File: src/rtl/lmrs_pkg.sv
package lmrs_pkg;

   localparam int ROW_COUNT = 8;
   localparam int COL_COUNT = 8;
   localparam int ROW_W     = $clog2(ROW_COUNT);
   localparam int COL_W     = $clog2(COL_COUNT);
   localparam int MASK_W    = ROW_COUNT * COL_COUNT;
   localparam int PAGE_W    = 8;
   localparam int CSR_IDX_W = 8;

   localparam logic [ROW_COUNT-1:0] ROW_SELECT_IDLE = '1;

   // Register indexes of the configuration port.
   localparam logic [CSR_IDX_W-1:0] CSR_LEDS_DISABLED = 8'd0;
   localparam logic [CSR_IDX_W-1:0] CSR_PASSIVE_MODE  = 8'd1;

   // What one row lane finds.
   typedef struct packed {
      logic [COL_COUNT-1:0] cols;
      logic                 lit;
      logic [COL_W-1:0]     pick;
   } lane_result_type;

   // What the merging stage decides for one word.
   typedef struct packed {
      logic                 drive;
      logic                 single;
      logic [ROW_COUNT-1:0] row_select_n;
      logic [COL_COUNT-1:0] column_bits;
      logic [ROW_W-1:0]     row_index;
      logic [COL_W-1:0]     pick_col;
   } merge_result_type;

endpackage

File: src/rtl/lmrs_lane.sv
module lmrs_lane (
   input  logic [lmrs_pkg::COL_COUNT-1:0] row_bits,
   input  logic [lmrs_pkg::COL_W-1:0]     col_start,
   output lmrs_pkg::lane_result_type      result
);
   import lmrs_pkg::*;

   logic [COL_COUNT-1:0] cols;
   logic                 found;
   logic [COL_W-1:0]     pick;
   logic [COL_W-1:0]     idx;

   // Column i of a row sits at mask bit 7-i of that row's byte.
   always_comb begin
      for (int i = 0; i < COL_COUNT; i++) begin
         cols[i] = row_bits[COL_COUNT-1-i];
      end
   end

   // First lit column found by rotating upward from the start column.
   always_comb begin
      found = 1'b0;
      pick  = col_start;
      idx   = col_start;
      for (int k = 0; k < COL_COUNT; k++) begin
         idx = col_start + COL_W'(k);
         if (!found && cols[idx]) begin
            found = 1'b1;
            pick  = idx;
         end
      end
   end

   assign result.cols = cols;
   assign result.lit  = |cols;
   assign result.pick = pick;

endmodule

File: src/rtl/lmrs_merge.sv
module lmrs_merge (
   input  lmrs_pkg::lane_result_type [lmrs_pkg::ROW_COUNT-1:0] lanes,
   input  logic [lmrs_pkg::ROW_W-1:0]                         row_start,
   output lmrs_pkg::merge_result_type                         result
);
   import lmrs_pkg::*;

   logic [ROW_COUNT-1:0] lit;
   logic                 found;
   logic [ROW_W-1:0]     row;
   logic [ROW_W-1:0]     idx;
   logic                 single;
   lane_result_type      chosen;

   always_comb begin
      for (int r = 0; r < ROW_COUNT; r++) begin
         lit[r] = lanes[r].lit;
      end
   end

   // Exactly one lit row means a single column is driven.
   assign single = (lit != '0) && ((lit & (lit - ROW_COUNT'(1))) == '0);

   // Skip dark rows, rotating upward from the start row.
   always_comb begin
      found = 1'b0;
      row   = row_start;
      idx   = row_start;
      for (int k = 0; k < ROW_COUNT; k++) begin
         idx = row_start + ROW_W'(k);
         if (!found && lit[idx]) begin
            found = 1'b1;
            row   = idx;
         end
      end
   end

   assign chosen = lanes[row];

   // Build the drive word from the chosen lane.
   always_comb begin
      result.drive        = found;
      result.single       = found && single;
      result.row_index    = found ? row : '0;
      result.pick_col     = chosen.pick;
      result.row_select_n = ROW_SELECT_IDLE;
      result.column_bits  = '0;
      if (found) begin
         result.row_select_n[ROW_W'(ROW_COUNT-1) - row] = 1'b0;
         if (single) begin
            result.column_bits[chosen.pick] = 1'b1;
         end else begin
            result.column_bits = chosen.cols;
         end
      end
   end

endmodule

File: src/rtl/led_matrix_row_scan.sv
// A result word is registered in the output register once its request is in the work register
// and the output register is free or being read. The single work register holds a word until
// its merged result is registered, because the row and column pointers feed the next word, so
// no new word is taken before then. Eight row lanes and the merging stage settle a word combinationally.
// Reset (synchronous, active high) clears pointers, page memories, configuration and
// all valid flags.
module led_matrix_row_scan (
   input  logic                           clock,
   input  logic                           reset,
   // req_tdata: led_lit_mask[63:0], refresh_page[71:64]
   input  logic                           req_tvalid,
   output logic                           req_tready,
   input  logic [71:0]                    req_tdata,
   // rsp_tdata: row_select_n[7:0], column_bits[15:8], row_index[18:16], zero pad[23:19]
   output logic                           rsp_tvalid,
   input  logic                           rsp_tready,
   output logic [23:0]                    rsp_tdata,
   // rsp_tuser: drive_valid[0]
   output logic [0:0]                     rsp_tuser,
   input  logic                           csr_valid,
   output logic                           csr_ready,
   input  logic [lmrs_pkg::CSR_IDX_W-1:0] csr_index,
   input  logic                           csr_data
);
   import lmrs_pkg::*;

   logic                 leds_disabled_ff, leds_disabled_in;
   logic                 passive_mode_ff, passive_mode_in;
   logic                 work_valid_ff, work_valid_in;
   logic [MASK_W-1:0]    work_mask_ff, work_mask_in;
   logic [PAGE_W-1:0]    work_page_ff, work_page_in;
   logic [ROW_W-1:0]     row_pointer_ff, row_pointer_in;
   logic [COL_W-1:0]     column_pointer_ff, column_pointer_in;
   logic [PAGE_W-1:0]    last_row_page_ff, last_row_page_in;
   logic [PAGE_W-1:0]    last_column_page_ff, last_column_page_in;
   logic                 rsp_valid_ff, rsp_valid_in;
   logic [23:0]          rsp_data_ff, rsp_data_in;
   logic                 rsp_user_ff, rsp_user_in;

   logic                 req_fire;
   logic                 advance;
   logic                 enabled;
   logic [ROW_W-1:0]     row_start;
   logic [COL_W-1:0]     col_start;
   lane_result_type [ROW_COUNT-1:0] lanes;
   merge_result_type     merged;

   assign csr_ready  = 1'b1;
   assign req_tready = !work_valid_ff;
   assign req_fire   = req_tvalid && req_tready;
   assign advance    = work_valid_ff && (!rsp_valid_ff || rsp_tready);
   assign enabled    = !leds_disabled_ff && !passive_mode_ff;

   // A page change steps the row and column start points once.
   assign row_start = row_pointer_ff + ROW_W'(work_page_ff != last_row_page_ff);
   assign col_start = column_pointer_ff + COL_W'(work_page_ff != last_column_page_ff);

   // One lane per matrix row.
   for (genvar r = 0; r < ROW_COUNT; r++) begin : g_lane
      lmrs_lane u_lane (
         .row_bits  (work_mask_ff[(ROW_COUNT-1-r)*COL_COUNT +: COL_COUNT]),
         .col_start (col_start),
         .result    (lanes[r])
      );
   end

   lmrs_merge u_merge (
      .lanes     (lanes),
      .row_start (row_start),
      .result    (merged)
   );

   // Configuration writes.
   always_comb begin
      leds_disabled_in = leds_disabled_ff;
      passive_mode_in  = passive_mode_ff;
      if (csr_valid) begin
         unique case (csr_index)
            CSR_LEDS_DISABLED: leds_disabled_in = csr_data;
            CSR_PASSIVE_MODE:  passive_mode_in  = csr_data;
            default: ;
         endcase
      end
   end

   // Work register takes a word and releases it into the output register.
   always_comb begin
      work_valid_in = work_valid_ff;
      work_mask_in  = work_mask_ff;
      work_page_in  = work_page_ff;
      if (req_fire) begin
         work_valid_in = 1'b1;
         work_mask_in  = req_tdata[MASK_W-1:0];
         work_page_in  = req_tdata[MASK_W +: PAGE_W];
      end else if (advance) begin
         work_valid_in = 1'b0;
      end
   end

   // Pointer and page state moves only when an enabled word completes.
   always_comb begin
      row_pointer_in      = row_pointer_ff;
      column_pointer_in   = column_pointer_ff;
      last_row_page_in    = last_row_page_ff;
      last_column_page_in = last_column_page_ff;
      if (advance && enabled) begin
         last_row_page_in = work_page_ff;
         row_pointer_in   = merged.drive ? merged.row_index : row_start;
         if (merged.single) begin
            last_column_page_in = work_page_ff;
            column_pointer_in   = merged.pick_col;
         end
      end
   end

   // Output register; suppressed words carry the idle pattern.
   always_comb begin
      rsp_valid_in = rsp_valid_ff;
      rsp_data_in  = rsp_data_ff;
      rsp_user_in  = rsp_user_ff;
      if (advance) begin
         rsp_valid_in = 1'b1;
         if (enabled && merged.drive) begin
            rsp_user_in = 1'b1;
            rsp_data_in = {5'b0, merged.row_index, merged.column_bits, merged.row_select_n};
         end else begin
            rsp_user_in = 1'b0;
            rsp_data_in = {5'b0, ROW_W'(0), COL_COUNT'(0), ROW_SELECT_IDLE};
         end
      end else if (rsp_tready) begin
         rsp_valid_in = 1'b0;
      end
   end

   always_ff @(posedge clock) begin
      if (reset) begin
         leds_disabled_ff    <= 1'b0;
         passive_mode_ff     <= 1'b0;
         work_valid_ff       <= 1'b0;
         row_pointer_ff      <= '0;
         column_pointer_ff   <= '0;
         last_row_page_ff    <= '0;
         last_column_page_ff <= '0;
         rsp_valid_ff        <= 1'b0;
      end else begin
         leds_disabled_ff    <= leds_disabled_in;
         passive_mode_ff     <= passive_mode_in;
         work_valid_ff       <= work_valid_in;
         row_pointer_ff      <= row_pointer_in;
         column_pointer_ff   <= column_pointer_in;
         last_row_page_ff    <= last_row_page_in;
         last_column_page_ff <= last_column_page_in;
         rsp_valid_ff        <= rsp_valid_in;
      end
   end

   always_ff @(posedge clock) begin
      work_mask_ff <= work_mask_in;
      work_page_ff <= work_page_in;
      rsp_data_ff  <= rsp_data_in;
      rsp_user_ff  <= rsp_user_in;
   end

   assign rsp_tvalid   = rsp_valid_ff;
   assign rsp_tdata    = rsp_data_ff;
   assign rsp_tuser[0] = rsp_user_ff;

endmodule

File: config.mk
export PLATFORM = sky130hd
export DESIGN_NAME = led_matrix_row_scan
export DESIGN_NICKNAME = d
export VERILOG_FILES = /design/src/rtl/lmrs_pkg.sv /design/src/rtl/lmrs_lane.sv /design/src/rtl/lmrs_merge.sv /design/src/rtl/led_matrix_row_scan.sv
export SDC_FILE = /design/constraint.sdc
export NUM_CORES = 1
export LEC_CHECK = 0
export BUFFER_PORTS_ARGS = -buffer_cell sky130_fd_sc_hd__buf_4
export CAP_MARGIN = 20
export CORE_ASPECT_RATIO = 0.9
export CORE_MARGIN = 2
export CORE_UTILIZATION = 45
export CTS_CLUSTER_SIZE = 12
export DETAILED_ROUTE_END_ITERATION = 10
export GPL_ROUTABILITY_DRIVEN = 0
export PLACE_DENSITY = 0.69
export SLEW_MARGIN = 30
export SYNTH_ARGS = -nofsm -noshare
export SYNTH_HDL_FRONTEND = slang
export SYNTH_SLANG_ARGS = --single-unit
File: constraint.sdc
create_clock -name clock -period 16.3 [get_ports clock]
set_clock_uncertainty 0.15 [all_clocks]
set_input_delay 3.26 -clock clock [delete_from_list [all_inputs] [get_ports clock]]
set_output_delay 3.26 -clock clock [all_outputs]
set_load 0.005 [all_outputs]
# After elaboration in Yosys (flattened, before gate mapping)
# Index checks and enable logic that the tools add are counted.
dict set report op_classes {
  addsub 18
  n_lt_le_gt_ge 21
  eq_ne 3
  muxes 285
  n_bitwise 2
  reduce_logical 157
}
# op n
set ops {}
lappend ops {{binary-select mux 1 bit (select 3 bit)} 72}
lappend ops {{2-to-1 mux 3 bit} 65}
lappend ops {{2-to-1 mux 1 bit} 143}
lappend ops {{less-than comparator 3 x 4 -> 1 bit (second input constant)} 19}
lappend ops {{logical AND 1 bit} 72}
lappend ops {{logical NOT 1 bit} 67}
lappend ops {{OR reduction 8 bit} 8}
lappend ops {{binary-select mux 12 bit (select 3 bit)} 1}
lappend ops {{adder 3 bit (second input constant)} 8}
lappend ops {{logical NOT 8 bit} 2}
lappend ops {{!= test 8 bit} 2}
lappend ops {{adder 3 x 2 -> 3 bit (second input constant)} 4}
lappend ops {{2-to-1 mux 12 bit} 1}
lappend ops {{bitwise AND 8 bit} 1}
lappend ops {{equality test 8 x 1 -> 1 bit (second input constant)} 1}
lappend ops {{2-to-1 mux 8 bit} 1}
lappend ops {{inverter 8 bit} 1}
lappend ops {{AND reduction 2 bit} 4}
lappend ops {{nonzero test 8 bit} 1}
lappend ops {{subtractor 8 x 1 -> 8 bit (second input constant)} 1}
lappend ops {{adder 3 x 1 -> 3 bit} 2}
lappend ops {{adder 3 x 1 -> 3 bit (second input constant)} 2}
lappend ops {{demux 1 bit (select 3 bit)} 2}
lappend ops {{>= comparator 3 x 1 -> 1 bit (second input constant)} 2}
lappend ops {{3 further kinds} 4}
dict set report word_totals {
  reg_bits 123
  inputBits 86
  output_inout_bits 28
  elab_cells 500
}

# Longest topological paths before layout
dict set report logic_depth {
  word_depth 33
  depth_mapped 23
  mapped_depth_nobuf 19
}

# By module
# Synthesis repeated with hierarchy kept, for this count alone.
dict set report unflattened {
  cells_unflattened 1335
  area_unflattened_um2 14632.8
}
# module n_inst cells_per_inst area_each_um2 seq_area_each_um2
set by_module_without_submodules {}
lappend by_module_without_submodules {lmrs_lane 8 100 1014.7 0.0}
lappend by_module_without_submodules {led_matrix_row_scan 1 280 4409.2 3283.1}
lappend by_module_without_submodules {lmrs_merge 1 255 2105.8 0.0}

# Least setup slack after synthesis
# Ideal clock, no wire load.
dict set report synth_timing {
  kind {input port to flip-flop}
  startpoint {in req_tvalid}
  endpoint {reg work_mask_ff[0] (enable)}
  setup_time_ns 0.511
  arrival_ns 6.416
  required_time_ns 15.639
  path_slack_ns 9.222
  stages 1
  path_cell_list {nor2b_1}
}
dict set report synth_via {
  elab_chain_len 1
}
# element line_no
set synth_lines {}
lappend synth_lines {{start: declaration} led_matrix_row_scan.sv:11} ;# input logic req_tvalid,
lappend synth_lines {{logical AND 1 bit} led_matrix_row_scan.sv:50} ;# assign req_fire = req_tvalid && req_tready;
lappend synth_lines {{end signal: assignment} led_matrix_row_scan.sv:158} ;# work_mask_ff <= work_mask_in;
lappend synth_lines {{end: declaration} led_matrix_row_scan.sv:30} ;# logic [MASK_W-1:0] work_mask_ff, work_mask_in;
# No other way between the ends.
# A chain may end at the register's enable or synchronous reset.

# Worst setup path after layout
dict set report layout_timing {
  startpoint {reg work_page_ff[2]}
  endpoint {reg rsp_data_ff[14] (netlist: rsp_tdata[14]) (data pin)}
}
dict set report layout_via {
  elab_chain_len 33
  word_cells_on_any_way 425
  cone_classes {16 x add/sub; 2 x order compare; 2 x eq/ne; 276 x mux; 129 x reduce/logical}
}
# element line_no
set layout_lines {}
lappend layout_lines {{start: declaration} led_matrix_row_scan.sv:31} ;# logic [PAGE_W-1:0] work_page_ff, work_page_in;
lappend layout_lines {{start signal: assignment} led_matrix_row_scan.sv:159} ;# work_page_ff <= work_page_in;
lappend layout_lines {{parallel branches: the longest is 33 deep, another holds adder 3 x 1 -> 3 bit} --}
lappend layout_lines {{end signal: assignment} led_matrix_row_scan.sv:160} ;# rsp_data_ff <= rsp_data_in;
lappend layout_lines {{end: declaration} led_matrix_row_scan.sv:37} ;# logic [23:0] rsp_data_ff, rsp_data_in;
# Parallel ways; which one is timed is not known. The select of a mux whose other input is x is not followed.

==> impl_metrics.ini <==
[status]
outcome = complete, no violations

[route]
first_pass_iters = 5
drc = 0
via_per_inst = 6.75
routed-wl-met2_mm = 17.0
wl_per_cell_um = 22.7
route.vias.total = 11400
wl_mm = 38.4
dr.max_layer_used = met4
wl_met1_mm = 15.3
drtIter0Drc = 1478
routed-wl-met3_mm = 4.32
antenna_left = 0

[yosys]
synth_top_area_cell = edfxtp_1
ys_warn_count = 0
syn_inst = 1260
synth_seq_cells = 118
synth_cell_types = 101
synth_top_area_share_pct = 22.7
synth_area_leaders = edfxtp_1, mux4_2, mux2i_1, nand2_1, dfxtp_1
syn_area_per_cell_um2 = 9.68
synth_seq_area_share_pct = 26.9
mappedNetlistArea_um2 = 12200
synth_edf_count = 92
synth_flop_cell = edfxtp_1
synthArstFlopShare_pct = 0

[global_route]
gr-total-overflow = 0
grt_max_degree = 75
grt_pass1_wl_mm = 60.3
antenna_found_initial = 0
track_usage_pct = 27.2
grt_pass1_vias = 10700

[finish]
mostFrequentLayoutCells = nand2_1, buf_4, mux4_2
diodes = 0
fin_nets = 1417
multiInputGateArea_um2 = 8520
ff_latch_area_um2 = 3280
drive_gt1_share_pct = 26.0
fin_cells = 1691
final_common_cell = nand2_1
area_growth_pct = 13.7
fill_cells = 2440

[setup_path]
crit_arrival_ns = 7.18
crit_type = reg2reg
start_kind = register
crit_required_ns = 16.30
path_max_fanout = 39
critPathCaptureType = register

[floorplanning]
die_w_um = 178
initial_utilization_pct = 45.5
num_rows = 57
core-area_um2 = 26800
dieArea_um2 = 28400
io_pins = 114
fp.dieH_um = 160

[power_and_ir_drop]
total_power_uw = 958
p_sw_uw = 288
p_int_uw = 670
p_comb_share_pct = 22.1
p_per_area_nw_per_um2 = 69.1
ir_drop_v = 0.000105
total_leakage_power_nw = 4.97
pwr-share-clk_pct = 38.7
swShare_pct = 30.1
p_seq_share_pct = 39.2

[sta]
finalCritPeriodShare_pct = 44.0
rsz0062_at_grt = false
holdWs_ns = 0.309
slew_headroom_pct = 36.8
fin_crit_ns = 7.17
worst_slack_ns = 9.13
fmax_mhz = 139
setup_viol = 0
tightest_slew_ns = 0.948
hold_viol_final = 0
fin_tns_setup_ns = 0
slew_violations = 0

[clock_network]
clock_path_buffers = 2
ctsHoldBuffers = 0
htreeDepth = 4
post_cts.repair.setup_buffers = 0
cts.sinks = 118
root_buffer = clkbuf_16
clk_latency_ns = 0.42
cts_buffers = 17
clkSlewWorstSetupHoldPaths_ns = 0.06
cts_tree = yes
cts_resized = 0

[job]
max_cap_violations = 0

[placed_design]
post-place-ws_ns = 9.30
post-place-cells = 1659
hpwl_mm = 28.0
portBuffers = 107

[worst_hold_path]
min-delay-path-class = reg2reg
[final cells by class]
class | count | area share, %
repair buffers | 122 | 6.63
clock buffers | 18 | 3.09
well taps | 354 | 3.19
clock inverters | 14 | 1.09
multi-input cells | 1034 | 61.5
inverters | 31 | 0.839
flip-flops and latches | 118 | 23.7
[cell families (layout without fill, tap and decap cells)]
family | after synthesis | in the layout | share of synthesized area (%)
muxes | 206 | 206 | 26.9
other | 2 | 6 | 0.0616
xor gates and xnor gates | 32 | 32 | 2.84
AOI/OAI and AO/OA | 311 | 311 | 17.4
and+or+nand+nor | 471 | 471 | 21.0
buffers and inverters | 112 | 185 | 4.11
DFF | 118 | 118 | 26.9
adders and majority gates | 8 | 8 | 0.800
[sequential cells by signal, summed over array words and instances (netlist names)]
register	cells
work_mask_ff	64
rsp_tdata	19
leds_disabled_ff	1
passive_mode_ff	1
work_valid_ff	1
row_pointer_ff	3
column_pointer_ff	3
rsp_tvalid	1
last_row_page_ff	8
work_page_ff	8
last_column_page_ff	8
rsp_tuser	1
[power by group through the flow]
stage	Sequential, mW	Combinational (mW)	Clock, mW
CTS	0.374	0.208	0.377
global route	0.377	0.228	0.388
global placement	0.380	0.204	0
detailed placement	0.380	0.206	0
floorplan	0.371	0.148	0
finish	0.376	0.212	0.371
[metal layers]
metal	up-vias	global-route usage, %
li1	5072	-
met1	5510	38.4
met2	721	39.9
met3	111	6.00
met4	0	12.1
met5	-	0
[worst max-delay path, cell delays in order (launching register included)]
cell and delay, ns:
edfxtp_1 0.46, xor2_1 0.19, nor4_1 0.35, nand2_1 0.18
ha_1 0.76, inv_1 0.53, ha_1 0.72, inv_1 0.18
mux4_2 0.33, mux2_2 0.32, or4b_4 0.56, nor3_1 0.38
o41ai_4 0.09, buf_4 0.31, mux2i_1 0.18, a211oi_1 0.59
mux2_2 0.30, or2_0 0.17, o21ai_1 0.10
[per-stage QoR]
stage / util [%] / instance area [um2]
floorplan: - / 12200
global placement: 49.5 / 13300
detailed placement: 49.5 / 13300
CTS: 51.7 / 13900
global route: 51.7 / 13900
finish: 51.7 / 13900
[synthesized netlist by cell type, drive strengths merged (8+ instances only)]
| library cell | count |
|---|---|
| nor2b | 14 |
| nand3 | 35 |
| a211oi | 8 |
| o21ai | 61 |
| a221oi | 9 |
| a21boi | 9 |
| a31oi | 14 |
| clkbuf | 44 |
| or2 | 13 |
| nor2 | 88 |
| nand2b | 24 |
| mux4 | 93 |
| dfxtp | 26 |
| xor2 | 18 |
| nand2 | 153 |
| a21oi | 84 |
| mux2 | 41 |
| nor4 | 34 |
| inv | 29 |
| o211ai | 15 |
| edfxtp | 92 |
| nor3 | 30 |
| nand4 | 19 |
| buf | 37 |
| and2 | 19 |
| and3 | 10 |
| mux2i | 72 |
| xnor2 | 11 |
| o22ai | 16 |
[path summary, 6_finish.rpt]
kind	end	start	slack, ns	cells after the start
hold reg to reg	row_pointer_ff[0]	row_pointer_ff[0]	0.31	2
setup reg to reg	rsp_tdata[14]	work_page_ff[2]	9.13	18
setup / recovery	rsp_tdata[14]	work_page_ff[2]	9.13	18
hold / removal	row_pointer_ff[0]	row_pointer_ff[0]	0.31	2
No activity file was read; power rests on OpenSTA's default activity.
